### src/hw/rtl/mprf_pkg.sv
`timescale 1ns / 1ps
// ----------------------------------------------------------------------------
// mprf_pkg: shared types and constants of the pattern rectangle fill engine
// Opcodes, register indexes, write modes, pattern table and pixel helpers.
// ----------------------------------------------------------------------------
package mprf_pkg;

  // Command opcodes
  localparam logic [1:0] OP_FILL = 2'd0;
  localparam logic [1:0] OP_LOAD = 2'd1;
  localparam logic [1:0] OP_READ = 2'd2;

  // Configuration register indexes
  localparam logic [2:0] CFG_INTERIOR_KIND = 3'd0;
  localparam logic [2:0] CFG_STYLE_INDEX   = 3'd1;
  localparam logic [2:0] CFG_WRITE_MODE    = 3'd2;
  localparam logic [2:0] CFG_CLIP_LEFT     = 3'd3;
  localparam logic [2:0] CFG_CLIP_TOP      = 3'd4;
  localparam logic [2:0] CFG_CLIP_RIGHT    = 3'd5;
  localparam logic [2:0] CFG_CLIP_BOTTOM   = 3'd6;

  // Interior kinds
  localparam logic [2:0] KIND_HOLLOW = 3'd0;
  localparam logic [2:0] KIND_SOLID  = 3'd1;
  localparam logic [2:0] KIND_USER   = 3'd4;

  // Write modes; every other code is replace
  localparam logic [2:0] MODE_REPLACE = 3'd1;
  localparam logic [2:0] MODE_OR      = 3'd2;
  localparam logic [2:0] MODE_XOR     = 3'd3;
  localparam logic [2:0] MODE_ERASE   = 3'd4;

  // Style used when the style index is outside 1..8
  localparam logic [3:0] STYLE_FALLBACK = 4'd2;
  localparam logic [3:0] STYLE_LAST     = 4'd8;

  localparam logic [15:0] PAT_ALL_ONES = 16'hffff;

  // Configuration register set
  typedef struct packed {
    logic [2:0] interior_kind;
    logic [3:0] style_index;
    logic [2:0] write_mode;
    logic [9:0] clip_left;
    logic [8:0] clip_top;
    logic [9:0] clip_right;
    logic [8:0] clip_bottom;
  } mprf_cfg_t;

  // Fill walker status toward the command sequencer
  typedef struct packed {
    logic busy;
    logic done;
  } mprf_wk_stat_t;

  // Built-in patterns: even row word, odd row word
  function automatic logic [15:0] builtin_word(input logic [2:0] idx,
                                               input logic       row_odd);
    logic [15:0] even_w;
    logic [15:0] odd_w;
    case (idx)
      3'd0:    begin even_w = 16'hffff; odd_w = 16'hffff; end
      3'd1:    begin even_w = 16'haaaa; odd_w = 16'h5555; end
      3'd2:    begin even_w = 16'h8888; odd_w = 16'h2222; end
      3'd3:    begin even_w = 16'hcccc; odd_w = 16'h3333; end
      3'd4:    begin even_w = 16'hf0f0; odd_w = 16'h0f0f; end
      3'd5:    begin even_w = 16'hff00; odd_w = 16'h0000; end
      3'd6:    begin even_w = 16'hffff; odd_w = 16'h0000; end
      default: begin even_w = 16'h8080; odd_w = 16'h0808; end
    endcase
    return row_odd ? odd_w : even_w;
  endfunction

  // Pattern word of one row for the selected interior
  function automatic logic [15:0] pattern_word(input logic [2:0]  kind,
                                               input logic [3:0]  style,
                                               input logic        row_odd,
                                               input logic [15:0] user_word);
    logic [3:0] s;
    logic [2:0] idx;
    s = style;
    if (s == 4'd0 || s > STYLE_LAST) begin
      s = STYLE_FALLBACK;
    end
    idx = 3'(s - 4'd1);
    if (kind == KIND_SOLID) begin
      return PAT_ALL_ONES;
    end else if (kind == KIND_USER) begin
      return user_word;
    end
    return builtin_word(idx, row_odd);
  endfunction

  // Rewrite one byte under the span mask
  function automatic logic [7:0] apply_mode(input logic [2:0] mode,
                                            input logic       ink,
                                            input logic [7:0] cur,
                                            input logic [7:0] pat,
                                            input logic [7:0] span);
    logic [7:0] want;
    want = ink ? pat : ~pat;
    case (mode)
      MODE_OR:    return ink ? (cur | (pat & span)) : cur;
      MODE_XOR:   return ink ? (cur ^ (pat & span)) : cur;
      MODE_ERASE: return cur & ~span;
      default:    return (cur & ~span) | (want & span);
    endcase
  endfunction

endpackage

### src/hw/rtl/mprf_walker.sv
`timescale 1ns / 1ps
// ----------------------------------------------------------------------------
// mprf_walker: rectangle fill walker
// Orders and clips the corners, then walks the covered bytes row by row with
// one read-modify-write per byte, each byte written back in the cycle after it is read.
// ----------------------------------------------------------------------------
module mprf_walker
  import mprf_pkg::*;
#(
  parameter int BYTES_PER_ROW = 80,
  parameter int ROWS          = 400,
  localparam int AW = $clog2(BYTES_PER_ROW * ROWS)
) (
  input  logic               clk,
  input  logic               rst_n,
  input  mprf_cfg_t          cfg,
  input  logic               start,
  input  logic signed [15:0] corner_ax,
  input  logic signed [15:0] corner_ay,
  input  logic signed [15:0] corner_bx,
  input  logic signed [15:0] corner_by,
  input  logic               ink,
  output logic [3:0]         upat_row,
  input  logic [15:0]        upat_word,
  output logic               rd_en,
  output logic [AW-1:0]      rd_addr,
  input  logic [7:0]         rd_data,
  output logic               wr_en,
  output logic [AW-1:0]      wr_addr,
  output logic [7:0]         wr_data,
  output mprf_wk_stat_t      stat
);

  localparam int BW = $clog2(BYTES_PER_ROW);
  localparam int RW = (ROWS > 1) ? $clog2(ROWS) : 1;
  localparam logic signed [16:0] XMAX = 17'(BYTES_PER_ROW * 8 - 1);
  localparam logic signed [16:0] YMAX = 17'(ROWS - 1);
  localparam logic [AW-1:0] ROW_STEP = AW'(BYTES_PER_ROW);

  typedef enum logic [5:0] {
    W_IDLE  = 6'b000001,
    W_CLIP  = 6'b000010,
    W_PREP  = 6'b000100,
    W_ROW   = 6'b001000,
    W_RUN   = 6'b010000,
    W_DRAIN = 6'b100000
  } wk_state_t;

  wk_state_t state_r, state_nxt;

  logic signed [15:0] ax_r, ay_r, bx_r, by_r;
  logic               ink_r;
  logic signed [16:0] xl_r, xr_r, yt_r, yb_r;
  logic [BW-1:0]      sb_r, eb_r, b_r;
  logic [7:0]         lmask_r, rmask_r;
  logic [RW-1:0]      y_r, ybot_r;
  logic [AW-1:0]      base_r, addr_r;
  logic [15:0]        pw_r;
  logic               p1_valid_r;
  logic [AW-1:0]      p1_addr_r;
  logic [7:0]         p1_span_r, p1_pat_r;

  // Clip terms
  logic signed [16:0] xlo, xhi, ylo, yhi;
  logic signed [16:0] cl, cr, ct, cb;
  logic signed [16:0] xl_c, xr_c, xr_cc, yt_c, yb_c, yb_cc;
  logic               empty;
  logic [RW+3:0]      y_pad;
  logic [7:0]         span, pat;
  logic               row_last, col_last;

  // Order the corners and clip to the clip rectangle and the store
  always_comb begin
    xlo = (ax_r < bx_r) ? 17'(ax_r) : 17'(bx_r);
    xhi = (ax_r < bx_r) ? 17'(bx_r) : 17'(ax_r);
    ylo = (ay_r < by_r) ? 17'(ay_r) : 17'(by_r);
    yhi = (ay_r < by_r) ? 17'(by_r) : 17'(ay_r);
    cl  = $signed({7'd0, cfg.clip_left});
    cr  = $signed({7'd0, cfg.clip_right});
    ct  = $signed({8'd0, cfg.clip_top});
    cb  = $signed({8'd0, cfg.clip_bottom});
    xl_c  = (xlo < cl) ? cl : xlo;
    xr_c  = (xhi > cr) ? cr : xhi;
    xr_cc = (xr_c > XMAX) ? XMAX : xr_c;
    yt_c  = (ylo < ct) ? ct : ylo;
    yb_c  = (yhi > cb) ? cb : yhi;
    yb_cc = (yb_c > YMAX) ? YMAX : yb_c;
  end

  assign empty = (xl_r > xr_r) || (yt_r > yb_r) || (cfg.interior_kind == KIND_HOLLOW);

  // Current byte position
  assign y_pad    = {4'd0, y_r};
  assign upat_row = y_pad[3:0];
  assign col_last = (b_r == eb_r);
  assign row_last = (y_r == ybot_r);
  assign span = ((b_r == sb_r) ? lmask_r : 8'hff) & (col_last ? rmask_r : 8'hff);
  assign pat  = b_r[0] ? pw_r[7:0] : pw_r[15:8];

  // Next state
  always_comb begin
    state_nxt = state_r;
    unique case (state_r)
      W_IDLE:  if (start) state_nxt = W_CLIP;
      W_CLIP:  state_nxt = W_PREP;
      W_PREP:  state_nxt = empty ? W_IDLE : W_ROW;
      W_ROW:   state_nxt = W_RUN;
      W_RUN: begin
        if (col_last) state_nxt = row_last ? W_DRAIN : W_ROW;
      end
      W_DRAIN: state_nxt = W_IDLE;
      default: state_nxt = W_IDLE;
    endcase
  end

  always_ff @(posedge clk) begin
    if (!rst_n) begin
      state_r    <= W_IDLE;
      p1_valid_r <= 1'b0;
    end else begin
      state_r    <= state_nxt;
      p1_valid_r <= (state_r == W_RUN);
    end
  end

  // Capture, clip, set up and walk
  always_ff @(posedge clk) begin
    if (state_r == W_IDLE && start) begin
      ax_r  <= corner_ax;
      ay_r  <= corner_ay;
      bx_r  <= corner_bx;
      by_r  <= corner_by;
      ink_r <= ink;
    end
    if (state_r == W_CLIP) begin
      xl_r <= xl_c;
      xr_r <= xr_cc;
      yt_r <= yt_c;
      yb_r <= yb_cc;
    end
    if (state_r == W_PREP) begin
      sb_r    <= xl_r[BW+2:3];
      eb_r    <= xr_r[BW+2:3];
      lmask_r <= 8'hff >> xl_r[2:0];
      rmask_r <= 8'hff << (3'd7 - xr_r[2:0]);
      y_r     <= yt_r[RW-1:0];
      ybot_r  <= yb_r[RW-1:0];
      base_r  <= AW'(yt_r[RW-1:0] * BYTES_PER_ROW);
    end
    if (state_r == W_ROW) begin
      pw_r   <= pattern_word(cfg.interior_kind, cfg.style_index, y_r[0], upat_word);
      b_r    <= sb_r;
      addr_r <= base_r + AW'(sb_r);
    end
    if (state_r == W_RUN) begin
      b_r       <= b_r + 1'b1;
      addr_r    <= addr_r + 1'b1;
      p1_addr_r <= addr_r;
      p1_span_r <= span;
      p1_pat_r  <= pat;
      if (col_last && !row_last) begin
        y_r    <= y_r + 1'b1;
        base_r <= base_r + ROW_STEP;
      end
    end
  end

  // Memory side: read this byte, write back the one read last cycle
  assign rd_en   = (state_r == W_RUN);
  assign rd_addr = addr_r;
  assign wr_en   = p1_valid_r;
  assign wr_addr = p1_addr_r;
  assign wr_data = apply_mode(cfg.write_mode, ink_r, rd_data, p1_pat_r, p1_span_r);

  assign stat.busy = (state_r != W_IDLE);
  assign stat.done = (state_r == W_DRAIN) || (state_r == W_PREP && empty);

endmodule

### config.mk
export PLATFORM = sky130hd
export DESIGN_NAME = mprf_walker
export DESIGN_NICKNAME = d
export VERILOG_FILES = /design/src/hw/rtl/mprf_pkg.sv /design/src/hw/rtl/mprf_walker.sv
export SDC_FILE = /design/constraint.sdc
export NUM_CORES = 1
export LEC_CHECK = 0
export ABC_AREA = 1
export ABC_CLOCK_PERIOD_IN_PS = 13300
export BUFFER_PORTS_ARGS = -buffer_cell sky130_fd_sc_hd__buf_2
export CORE_MARGIN = 2
export CORE_UTILIZATION = 55
export DETAILED_ROUTE_END_ITERATION = 10
export GPL_TIMING_DRIVEN = 1
export PLACE_DENSITY = 0.83
export SLEW_MARGIN = 40
export SYNTH_ARGS = -nofsm -noshare
export SYNTH_HDL_FRONTEND = slang
export SYNTH_SLANG_ARGS = --single-unit
### constraint.sdc
create_clock -name clk -period 13.3 [get_ports clk]
set_input_delay 3.325 -clock clk [delete_from_list [all_inputs] [get_ports clk]]
set_output_delay 3.325 -clock clk [all_outputs]
set_load 0.05 [all_outputs]
==> tab_implementation.tex, run 1 <==
\begin{tabular}{lr}
\hline
Metric & Value \\
\hline
\multicolumn{2}{l}{\textbf{Routing}} \\
WL per Instance & 14.43 µm \\
Detailed-route DRC error count & 0 \\
Metal3 WL & 2070 µm \\
Average via count per standard cell & 5.320 \\
Total detailed-routing wirelength & 33,390 µm \\
Detailed-route via count & 12,310 \\
Detailed-routing iteration count for the pre-antenna-repair pass & 5 \\
Final antenna-violating net count & 0 \\
Uppermost metal layer occupied by signal nets & met5 \\
1st-iter DRT viols & 1,065 \\
Detailed-routing wirelength on met1 & approximately 15,000 µm \\
Amount of wire on met2 after detailed routing & 15,040 µm \\
\multicolumn{2}{l}{\textbf{Place}} \\
DP Wirelength & 25,650 µm \\
Post-placement cell count & 2,262 \\
Post-Place Setup Slack & between 4000 and 5000 ps \\
Gp weighted congestion & between 0.9 and 1 \\
Number of port buffers & 185 \\
Cell area reported after detailed placement & roughly 17,000 µm² \\
\multicolumn{2}{l}{\textbf{Die}} \\
Initial core utilization & 0.5622 \\
Number of top-level design ports & roughly 190 \\
Site row count & 61 \\
Horizontal die dimension & 173.2 µm \\
Placeable core area & 28,010 µm² \\
Die height & approximately 170 µm \\
Die footprint & 30,000 µm² \\
\multicolumn{2}{l}{\textbf{Finish}} \\
Antenna diode count & 0 \\
Fillers & 2,280 \\
Most frequent cells in the layout & 352 x nand2\_1, 252 x inv\_1, 239 x edfxtp\_1 \\
Proportion of layout cells with a drive suffix above 1 & 0.1442 \\
Design area & about 18,000 µm² \\
Leading cell type in the layout, fill and taps excluded & nand2\_1 \\
Final layout net count & 2,188 \\
Cell Count, Final, Fillers Out & 2,313 \\
Layout Area Growth over Synthesis & 13.64\% \\
\multicolumn{2}{l}{\textbf{CTS}} \\
Largest buffer count on any clock path & 3 \\
Num CTS Buffers & 28 \\
\# Post-CTS Setup Buffers & 0 \\
Worst skew pair latency & 540 ps \\
Clock tree from TritonCTS & done \\
Cts-stage hold buffer count & 0 \\
Sink Count & 266 \\
H-tree depth reported by CTS & 1 \\
Clock transition at the registers of the reported paths & 60 ps \\
Root buffer cell & clkbuf\_16 \\
Resized Gates After CTS & 0 \\
\multicolumn{2}{l}{\textbf{STA}} \\
Final worst path period need & 8520 ps \\
Slew headroom & 0.4713 \\
Final cycle utilization of the critical path & 0.6406 \\
Final setup TNS & 0 ps \\
Slew Limit Fails & 0 \\
Tightest Pin Transition & a little under 800 ps \\
Final worst setup slack & approximately 4800 ps \\
Upper clock frequency limit & 117.4 MHz \\
Final hold violations & 0 \\
Clock skew after layout & roughly 15 ps \\
Setup repair after global routing missed its margin & no \\
Number of setup violations in the final report & 0 \\
\multicolumn{2}{l}{\textbf{Worst hold path}} \\
Hold WC Path Type & reg -> reg \\
Min-Delay Startpoint & yb\_r[8] \\
\multicolumn{2}{l}{\textbf{Setup path}} \\
Element type at the critical path end & primary output \\
Startpoint Class & primary input \\
Worst reg2reg path startpoint & ax\_r[15] \\
Crit path max fanout & 10 \\
Beginning of the critical path & cfg[39] \\
Critical path data required time & 9970 ps \\
Crit Path Class & in -> out \\
Worst EP arrival & 5200 ps \\
\multicolumn{2}{l}{\textbf{GRT}} \\
Largest net degree at the start of global routing & between 60 and 70 \\
Via count of the first global-routing pass & roughly 12,000 \\
Gr ovfl total & 0 \\
Wire length of the first global-routing pass & about 55,000 µm \\
GRT Resource Usage Total & 0.2197 \\
Initial antenna violation count & 3 \\
\multicolumn{2}{l}{\textbf{Status}} \\
Status & finished, final reports clean \\
\multicolumn{2}{l}{\textbf{Pwr}} \\
Leakage power total & a little over 8 nW \\
Maximum resistive drop on vdd & 102.9 µV \\
PD cells & 121.0 nW/µm² \\
\multicolumn{2}{l}{\textbf{Yosys}} \\
Yosys Warn Count & 0 \\
Share of async-settable or async-resettable flops after synthesis & 0 \\
Cell Area, Synth & 15,750 µm² \\
Number of enable-type register cells in the synthesized netlist & 239 \\
Synth Instances & approximately 1,700 \\
Syn avg cell area & a little over 9 µm² \\
Sequential share of the synthesized area & 0.4901 \\
Cell type with the largest total area after synthesis & edfxtp\_1 \\
Synth area leaders & edfxtp\_1 46\%, ha\_1 10\%, nand2\_1 8.5\% \\
Fraction of synthesized cell area taken by the top area cell type & 0.4557 \\
Most common flop cell mapped by yosys & edfxtp\_1 \\
Number of distinct library cell variants in the gate-level netlist after synthesis & 63 \\
Flip-flop and latch count after synthesis & 266 \\
\multicolumn{2}{l}{\textbf{Run}} \\
Total of max-cap violations & 0 \\
\hline
\end{tabular}
==> critical path: stages <==
cell and delay (ps):
buf_2 130, inv_1 50, nor2_1 520, nand2_1 360
o21ai_0 240, o21ai_0 100, o311ai_0 140, buf_2 340
==> stage by stage <==
stage | utilization | power (mW) | hold WS, ps
after global placement | 0.6078 | 1.440 | 432.3
after CTS | 0.6380 | 2.174 | 452.1
after floorplan | - | 1.344 | 426.4
final | 0.6389 | 2.166 | 450.2
after global routing | 0.6389 | 2.281 | 463.1
after detailed placement | 0.6079 | 1.458 | 438.3
==> cell type report <==
cell class | instances | area, µm² | area share
Sequential cell | 266 | 7717 | 0.4312
Multi-Input combinational cell | 1169 | 6895 | 0.3853
Timing Repair Buffer | 194 | 1006 | 0.05621
Inverter | 256 | 960.9 | 0.05370
Clock buffer | 36 | 752.0 | 0.04202
Tap cell | 378 | 473.0 | 0.02643
Clock inverter | 14 | 91.34 | 0.005104
==> power by group <==
group / total, mW / internal, mW / switching, mW
clock: 0.719 / 0.414 / 0.305
sequential: 0.988 / 0.962 / 0.0255
combinational: 0.459 / 0.158 / 0.301
total: 2.17 / 1.53 / 0.631
==> sequential cells by signal (all words and copies together) (netlist names) <==
signal	cells
y_r	9
sb_r	7
ybot_r	9
ax_r	16
bx_r	16
eb_r	7
p1_pat_r	8
state_r	6
xr_r	16
p1_span_r	8
ay_r	16
rmask_r	7
b_r	7
pw_r	16
wr_addr	15
base_r	15
by_r	16
ink_r	1
yb_r	16
wr_en	1
lmask_r	7
xl_r	16
rd_addr	15
yt_r	16
==> final timing paths <==
check	depth (start not counted)	slack, ps	end
setup / recovery	8	4780	wr_data[3]
hold / removal	0	450	ybot_r[8]
setup reg to reg	27	8760	xr_r[0]
hold reg to reg	0	450	ybot_r[8]
==> cell families (layout without fill, tap and decap cells) <==
| family | Yosys count | in the layout | share of synthesized area |
|---|---|---|---|
| compound gates | 306 | 306 | 0.1102 |
| xor+xnor | 60 | 60 | 0.03337 |
| fa+ha+maj | 133 | 133 | 0.1066 |
| buf+inv | 297 | 500 | 0.07437 |
| flops | 266 | 266 | 0.4901 |
| mux | 9 | 9 | 0.006357 |
| other cells | 1 | 2 | 0.0002381 |
| simple gates | 659 | 659 | 0.1788 |
==> cell usage after synthesis (5+ instances only) <==
| cell | instances |
|---|---|
| nand2_1 | 355 |
| inv_1 | 252 |
| edfxtp_1 | 239 |
| o21ai_0 | 146 |
| nor2_1 | 136 |
| ha_1 | 131 |
| nand3_1 | 94 |
| a21oi_1 | 76 |
| xor2_1 | 46 |
| dfxtp_1 | 27 |
| clkbuf_1 | 24 |
| nor3_1 | 19 |
| nand4_1 | 18 |
| xnor2_1 | 14 |
| o21ai_1 | 11 |
| o22ai_1 | 10 |
| a31oi_1 | 9 |
| buf_2 | 8 |
| mux2_2 | 8 |
| nor4_1 | 8 |
| nand2_2 | 7 |
| o211ai_1 | 6 |
| o311ai_0 | 6 |
| buf_4 | 5 |
==> per-layer routing <==
layer  global-route usage  vias to the layer above
li1                     -                     6261
met1               0.2971                     5576
met2               0.3577                      391
met3              0.03728                       74
met4              0.08086                        4
met5                    0                        -
No activity file was read; power rests on OpenSTA's default activity.
==> inputs of run 2 (changes only) <==
Settings changed: ABC_CLOCK_PERIOD_IN_PS 13300 to 7940.
Clock period 13.3 ns to 7.94 ns, I/O delays scaled along.
==> run 2 against run 1 <==
Against the previous run:
- sequential cell count unchanged
- global-route usage grew 0.33 points
- non-clock buffer count grew 1
- critical endpoint unchanged
==> tab_implementation.tex, run 2 (same netlist as run 1, synthesis figures left out) <==
\begin{tabular}{lr}
\hline
Metric & Value \\
\hline
\multicolumn{2}{l}{\textbf{Status}} \\
Status & finished, final reports clean \\
\multicolumn{2}{l}{\textbf{STA}} \\
Clock skew after layout & $\sim$14 ps \\
Final worst setup slack & $\sim$2100 ps \\
Setup repair after global routing missed its margin & no \\
Final worst path period need & 5863 ps \\
Worst hold-check slack & 455.6 ps \\
Number of setup violations in the final report & 0 \\
Final hold violations & 0 \\
Slew headroom & 0.4945 \\
Upper clock frequency limit & 170.6 MHz \\
Tightest Pin Transition & around 760 ps \\
Final setup TNS & 0 ps \\
Slew Limit Fails & 0 \\
Final cycle utilization of the critical path & 0.7384 \\
\multicolumn{2}{l}{\textbf{Routing}} \\
Total detailed-routing wirelength & 33,330 µm \\
Final antenna-violating net count & 0 \\
Average via count per standard cell & between 5 and 6 \\
Detailed-route via count & 12,350 \\
Uppermost metal layer occupied by signal nets & met5 \\
Metal3 WL & roughly 2100 µm \\
Detailed-routing iteration count for the pre-antenna-repair pass & 6 \\
Detailed-routing wirelength on met1 & 14,900 µm \\
Detailed-route DRC error count & 0 \\
Amount of wire on met2 after detailed routing & about 15,000 µm \\
WL per Instance & 14.40 µm \\
1st-iter DRT viols & 994 \\
\multicolumn{2}{l}{\textbf{Finish}} \\
Antenna diode count & 0 \\
Post-layout utilization of the core & 0.6432 \\
Multi-input gate area in the final layout & 6895 µm² \\
Layout Area Growth over Synthesis & 14.40\% \\
Proportion of layout cells with a drive suffix above 1 & 0.1466 \\
Final layout net count & approximately 2,200 \\
Storage cell area & 7717 µm² \\
Leading cell type in the layout, fill and taps excluded & nand2\_1 \\
Most frequent cells in the layout & 352 x nand2\_1, 252 x inv\_1, 239 x edfxtp\_1 \\
Cell Count, Final, Fillers Out & 2,315 \\
Fillers & 2,288 \\
\multicolumn{2}{l}{\textbf{Place}} \\
Post-placement cell count & 2,263 \\
DP Wirelength & between 20,000 and 30,000 µm \\
Number of port buffers & between 150 and 200 \\
Gp weighted congestion & 0.9073 \\
Post-Place Setup Slack & 2129 ps \\
\multicolumn{2}{l}{\textbf{Run}} \\
Total of max-cap violations & 0 \\
\multicolumn{2}{l}{\textbf{Pwr}} \\
Part of the power in registers & 0.439 \\
PD cells & between 200 and 250 nW/µm² \\
Combinational share of power & 0.204 \\
Switching power as a share of total power & 0.2823 \\
Portion of total power attributed to the clock network & 0.357 \\
Leakage power total & approximately 8 nW \\
Switching power of the nets & 1.064 mW \\
Maximum resistive drop on vdd & 193.8 µV \\
Internal cell power & 2.705 mW \\
\multicolumn{2}{l}{\textbf{Die}} \\
Die height & 173.2 µm \\
Initial core utilization & 0.5622 \\
Number of top-level design ports & 186 \\
Placeable core area & 28,010 µm² \\
Site row count & 61 \\
Horizontal die dimension & about 170 µm \\
Die footprint & 30,000 µm² \\
\multicolumn{2}{l}{\textbf{CTS}} \\
Clock transition at the registers of the reported paths & approximately 60 ps \\
H-tree depth reported by CTS & 1 \\
Worst skew pair latency & around 550 ps \\
Clock tree from TritonCTS & done \\
Largest buffer count on any clock path & 3 \\
Sink Count & 266 \\
Resized Gates After CTS & 0 \\
Num CTS Buffers & 28 \\
Cts-stage hold buffer count & 0 \\
Root buffer cell & clkbuf\_16 \\
\# Post-CTS Setup Buffers & 0 \\
\multicolumn{2}{l}{\textbf{Setup path}} \\
Register-to-register setup slack & approximately 3400 ps \\
Crit path max fanout & 10 \\
Critical path data required time & about 6000 ps \\
Startpoint Class & primary input \\
Crit Path Class & in -> out \\
Worst EP arrival & 3880 ps \\
Element type at the critical path end & primary output \\
\multicolumn{2}{l}{\textbf{Worst hold path}} \\
Hold WC Path Type & reg -> reg \\
\multicolumn{2}{l}{\textbf{GRT}} \\
Gr ovfl total & 0 \\
Initial antenna violation count & 1 \\
GRT Resource Usage Total & 0.2231 \\
Largest net degree at the start of global routing & 67 \\
Via count of the first global-routing pass & roughly 12,000 \\
Wire length of the first global-routing pass & 55,600 µm \\
\hline
\end{tabular}
==> run 2: changes by cell type in the layout (fill, tap and decap cells not counted), sizes merged <==
cell,delta
clkinv,-4
bufinv,+4
clkbuf,+1
buf,+1
==> run 2: area by class of cell <==
cell class              instances  area share
inverters                     256     0.05334
clock inverters                14     0.01111
multi-input cells            1169      0.3827
flip-flops and latches        266      0.4284
clock buffers                  37     0.04195
repair buffers                195     0.05625
well taps                     378     0.02625
==> run 2: path summary, 6_finish.rpt <==
check,from,endpoint,cells past startpoint
max,cfg[39],wr_data[3],8
min,yb_r[6],ybot_r[6],0
max reg2reg,ax_r[9],xr_r[1],28
min reg2reg,yb_r[6],ybot_r[6],0
==> run 2: per-layer routing <==
metal  vias up  track usage
li1       6272            -
met1      5621       0.2994
met2       397       0.3675
met3        62      0.03816
met4         2      0.07768
met5         -            0
==> run 2: power groups by stage <==
stage / registers, mW / logic, mW / clock network [mW]
floorplan: 1.67 / 0.578 / 0
global placement: 1.68 / 0.733 / 0
detailed placement: 1.68 / 0.754 / 0
CTS: 1.65 / 0.760 / 1.37
global route: 1.66 / 0.882 / 1.43
finish: 1.65 / 0.767 / 1.35
==> run 2: worst max-delay path: stages <==
cell	delay, ps
buf_2	130
inv_1	50
nor2_1	530
nand2_1	360
o21ai_0	230
o21ai_0	110
o311ai_0	150
buf_2	340
==> run 2: through the flow <==
step	area (µm²)	power, mW
after floorplan	15750	2.251
final	18020	3.769
after CTS	17990	3.786
after global placement	17030	2.415
after global routing	18020	3.972
after detailed placement	17040	2.438
==> inputs of run 3 (changes only) <==
Settings changed: ABC_CLOCK_PERIOD_IN_PS 7940 to 5050, CORE_UTILIZATION 55 to 54, PLACE_DENSITY 0.83 to 0.85.
Clock period 7.94 ns to 5.05 ns, I/O delays scaled along.
==> run 3 against run 2 <==
Against the previous run:
- via count grew 0.66%
- largest power group unchanged
- largest cell class unchanged
- hold slack got worse by 2.1 ps
- worst setup slack worse by 1400 ps
- clock skew decreased by 3.8 ps
==> tab_implementation.tex, run 3 (same netlist as run 1, synthesis figures left out) <==
\begin{tabular}{lr}
\hline
Metric & Value \\
\hline
\multicolumn{2}{l}{\textbf{Setup path}} \\
Family of cells with the greatest summed delay on the critical path & compound AO/OA/AOI/OAI gates \\
Critical path data required time & 3790 ps \\
Maximum cell stage delay along the critical path & 450 ps \\
Cell-by-cell listing of the critical path & inv\_1 -> ha\_1 -> a21oi\_1 -> nor2\_1 -> o21ai\_0 -> o211ai\_1 -> nand2\_1 -> o211ai\_1 -> xnor2\_1 -> o41ai\_1 -> nand2\_1 -> nand2\_1 -> nand2\_1 -> buf\_2 \\
Library cell appearing most often on the critical path & nand2\_1 \\
Slowest cell on crit path & edfxtp\_1 \\
Worst EP arrival & 3120 ps \\
Element type at the critical path end & primary output \\
Startpoint Class & flip-flop \\
Crit Path Class & reg -> out \\
Crit path max fanout & 6 \\
Crit path buffers/inverters & 2 \\
\multicolumn{2}{l}{\textbf{Place}} \\
DP Wirelength & 26,600 µm \\
Post-Place Setup Slack & 616.8 ps \\
Number of port buffers & 185 \\
Gp weighted congestion & 0.9009 \\
Cell area reported after detailed placement & 17,080 µm² \\
\multicolumn{2}{l}{\textbf{Die}} \\
Placeable core area & 28,700 µm² \\
Die footprint & a little over 30,000 µm² \\
Horizontal die dimension & about 170 µm \\
Number of top-level design ports & 186 \\
Die height & $\sim$170 µm \\
Initial core utilization & 0.5486 \\
Site row count & 62 \\
\multicolumn{2}{l}{\textbf{Pwr}} \\
Maximum resistive drop on vdd & 287.1 µV \\
Portion of total power attributed to the clock network & 0.341 \\
Power after layout & just under 6 mW \\
Internal cell power & 4.105 mW \\
Part of the power in registers & 0.449 \\
Switching power of the nets & 1.694 mW \\
Leakage power total & between 8 and 9 nW \\
Combinational share of power & 0.210 \\
PD cells & 322.4 nW/µm² \\
Switching power as a share of total power & 0.2922 \\
\multicolumn{2}{l}{\textbf{Routing}} \\
Detailed-route DRC error count & 0 \\
Average via count per standard cell & 5.346 \\
Final antenna-violating net count & 0 \\
Total detailed-routing wirelength & 34,600 µm \\
Detailed-routing iteration count for the pre-antenna-repair pass & 5 \\
1st-iter DRT viols & 1,066 \\
WL per Instance & 14.87 µm \\
Detailed-route via count & 12,440 \\
\multicolumn{2}{l}{\textbf{Run}} \\
Total of max-cap violations & 0 \\
\multicolumn{2}{l}{\textbf{Finish}} \\
Leading cell type in the layout, fill and taps excluded & nand2\_1 \\
Final layout net count & 2,192 \\
Fillers & around 2,400 \\
Most frequent cells in the layout & 352 x nand2\_1, 252 x inv\_1, 239 x edfxtp\_1 \\
Layout Area Growth over Synthesis & 14.21\% \\
Design area & 17,980 µm² \\
Proportion of layout cells with a drive suffix above 1 & 0.1504 \\
\multicolumn{2}{l}{\textbf{STA}} \\
Slew Limit Fails & 0 \\
Final setup TNS & 0 ps \\
Clock skew after layout & 10.15 ps \\
Final worst setup slack & 664.2 ps \\
Setup repair after global routing missed its margin & no \\
Worst hold-check slack & 453.4 ps \\
Number of setup violations in the final report & 0 \\
Tightest Pin Transition & 784.8 ps \\
Slew headroom & 0.4768 \\
Final hold violations & 0 \\
Final worst path period need & 4386 ps \\
Upper clock frequency limit & between 200 and 250 MHz \\
Final cycle utilization of the critical path & 0.8685 \\
\multicolumn{2}{l}{\textbf{Worst hold path}} \\
Hold WC Path Type & reg -> reg \\
\multicolumn{2}{l}{\textbf{CTS}} \\
H-tree depth reported by CTS & 1 \\
Largest buffer count on any clock path & 3 \\
Cts-stage hold buffer count & 0 \\
Sink Count & 266 \\
Clock transition at the registers of the reported paths & 60 ps \\
Clock tree from TritonCTS & done \\
\# Post-CTS Setup Buffers & 0 \\
Worst skew pair latency & 540 ps \\
Resized Gates After CTS & 0 \\
Root buffer cell & clkbuf\_16 \\
Num CTS Buffers & 28 \\
\multicolumn{2}{l}{\textbf{Status}} \\
Status & finished, final reports clean \\
\multicolumn{2}{l}{\textbf{GRT}} \\
GRT Resource Usage Total & 0.2261 \\
Wire length of the first global-routing pass & about 57,000 µm \\
Initial antenna violation count & 2 \\
Via count of the first global-routing pass & 11,890 \\
Gr ovfl total & 0 \\
Largest net degree at the start of global routing & 67 \\
\hline
\end{tabular}
==> run 3: layout make-up <==
type / instances / area [µm²] / share of cell area
clock inverter: 19 / 155.1 / 0.008627
tap: 384 / 480.5 / 0.02671
sequential: 266 / 7717 / 0.4291
multi-input combinational: 1169 / 6904 / 0.3839
inverter: 256 / 960.9 / 0.05343
timing repair buffer: 198 / 1023 / 0.05691
clock buffer: 33 / 740.7 / 0.04119
antenna: 1 / 2.502 / 0.0001391
==> run 3: metrics by stage <==
stage          utilization  cells
3_3_place_gp        0.5950   2273
5_1_grt             0.6265   2325
2_1_floorplan            -   1732
3_5_place_dp        0.5951   2273
4_1_cts             0.6263   2325
6_report            0.6266   2326
==> run 3: worst paths after layout <==
kind	depth (start not counted)	startpoint	slack [ps]	to
setup / recovery	14	xr_r[2]	660	stat[0]
hold / removal	0	yb_r[3]	450	ybot_r[3]
setup reg to reg	30	ax_r[9]	710	xr_r[1]
hold reg to reg	0	yb_r[3]	450	ybot_r[3]
==> run 3: routing by layer <==
layer | vias to the layer above | routed length [µm] | global-route usage
li1 | 6274 | - | -
met3 | 52 | 1890 | 0.02894
met5 | - | 13 | 0
met4 | 2 | 823 | 0.05729
met1 | 5743 | 15510 | 0.3054
met2 | 364 | 16360 | 0.3877
==> run 3: worst register-to-register path: cells and delay by family, from the launching register on <==
family | cells | cell delay [ps]
AND/OR/NAND/NOR | 22 | 2220
adder cells (fa/ha/maj) | 2 | 660
AO/OA/AOI/OAI | 4 | 500
flip-flops | 1 | 430
buffers and inverters | 2 | 300
==> run 3: power by group through the flow <==
stage               combinational, mW  sequential [mW]  clock [mW]
global route                     1.40             2.61        2.10
detailed placement               1.20             2.65           0
floorplan                       0.908             2.63           0
finish                           1.22             2.60        1.98
global placement                 1.15             2.65           0
CTS                              1.21             2.60        2.02
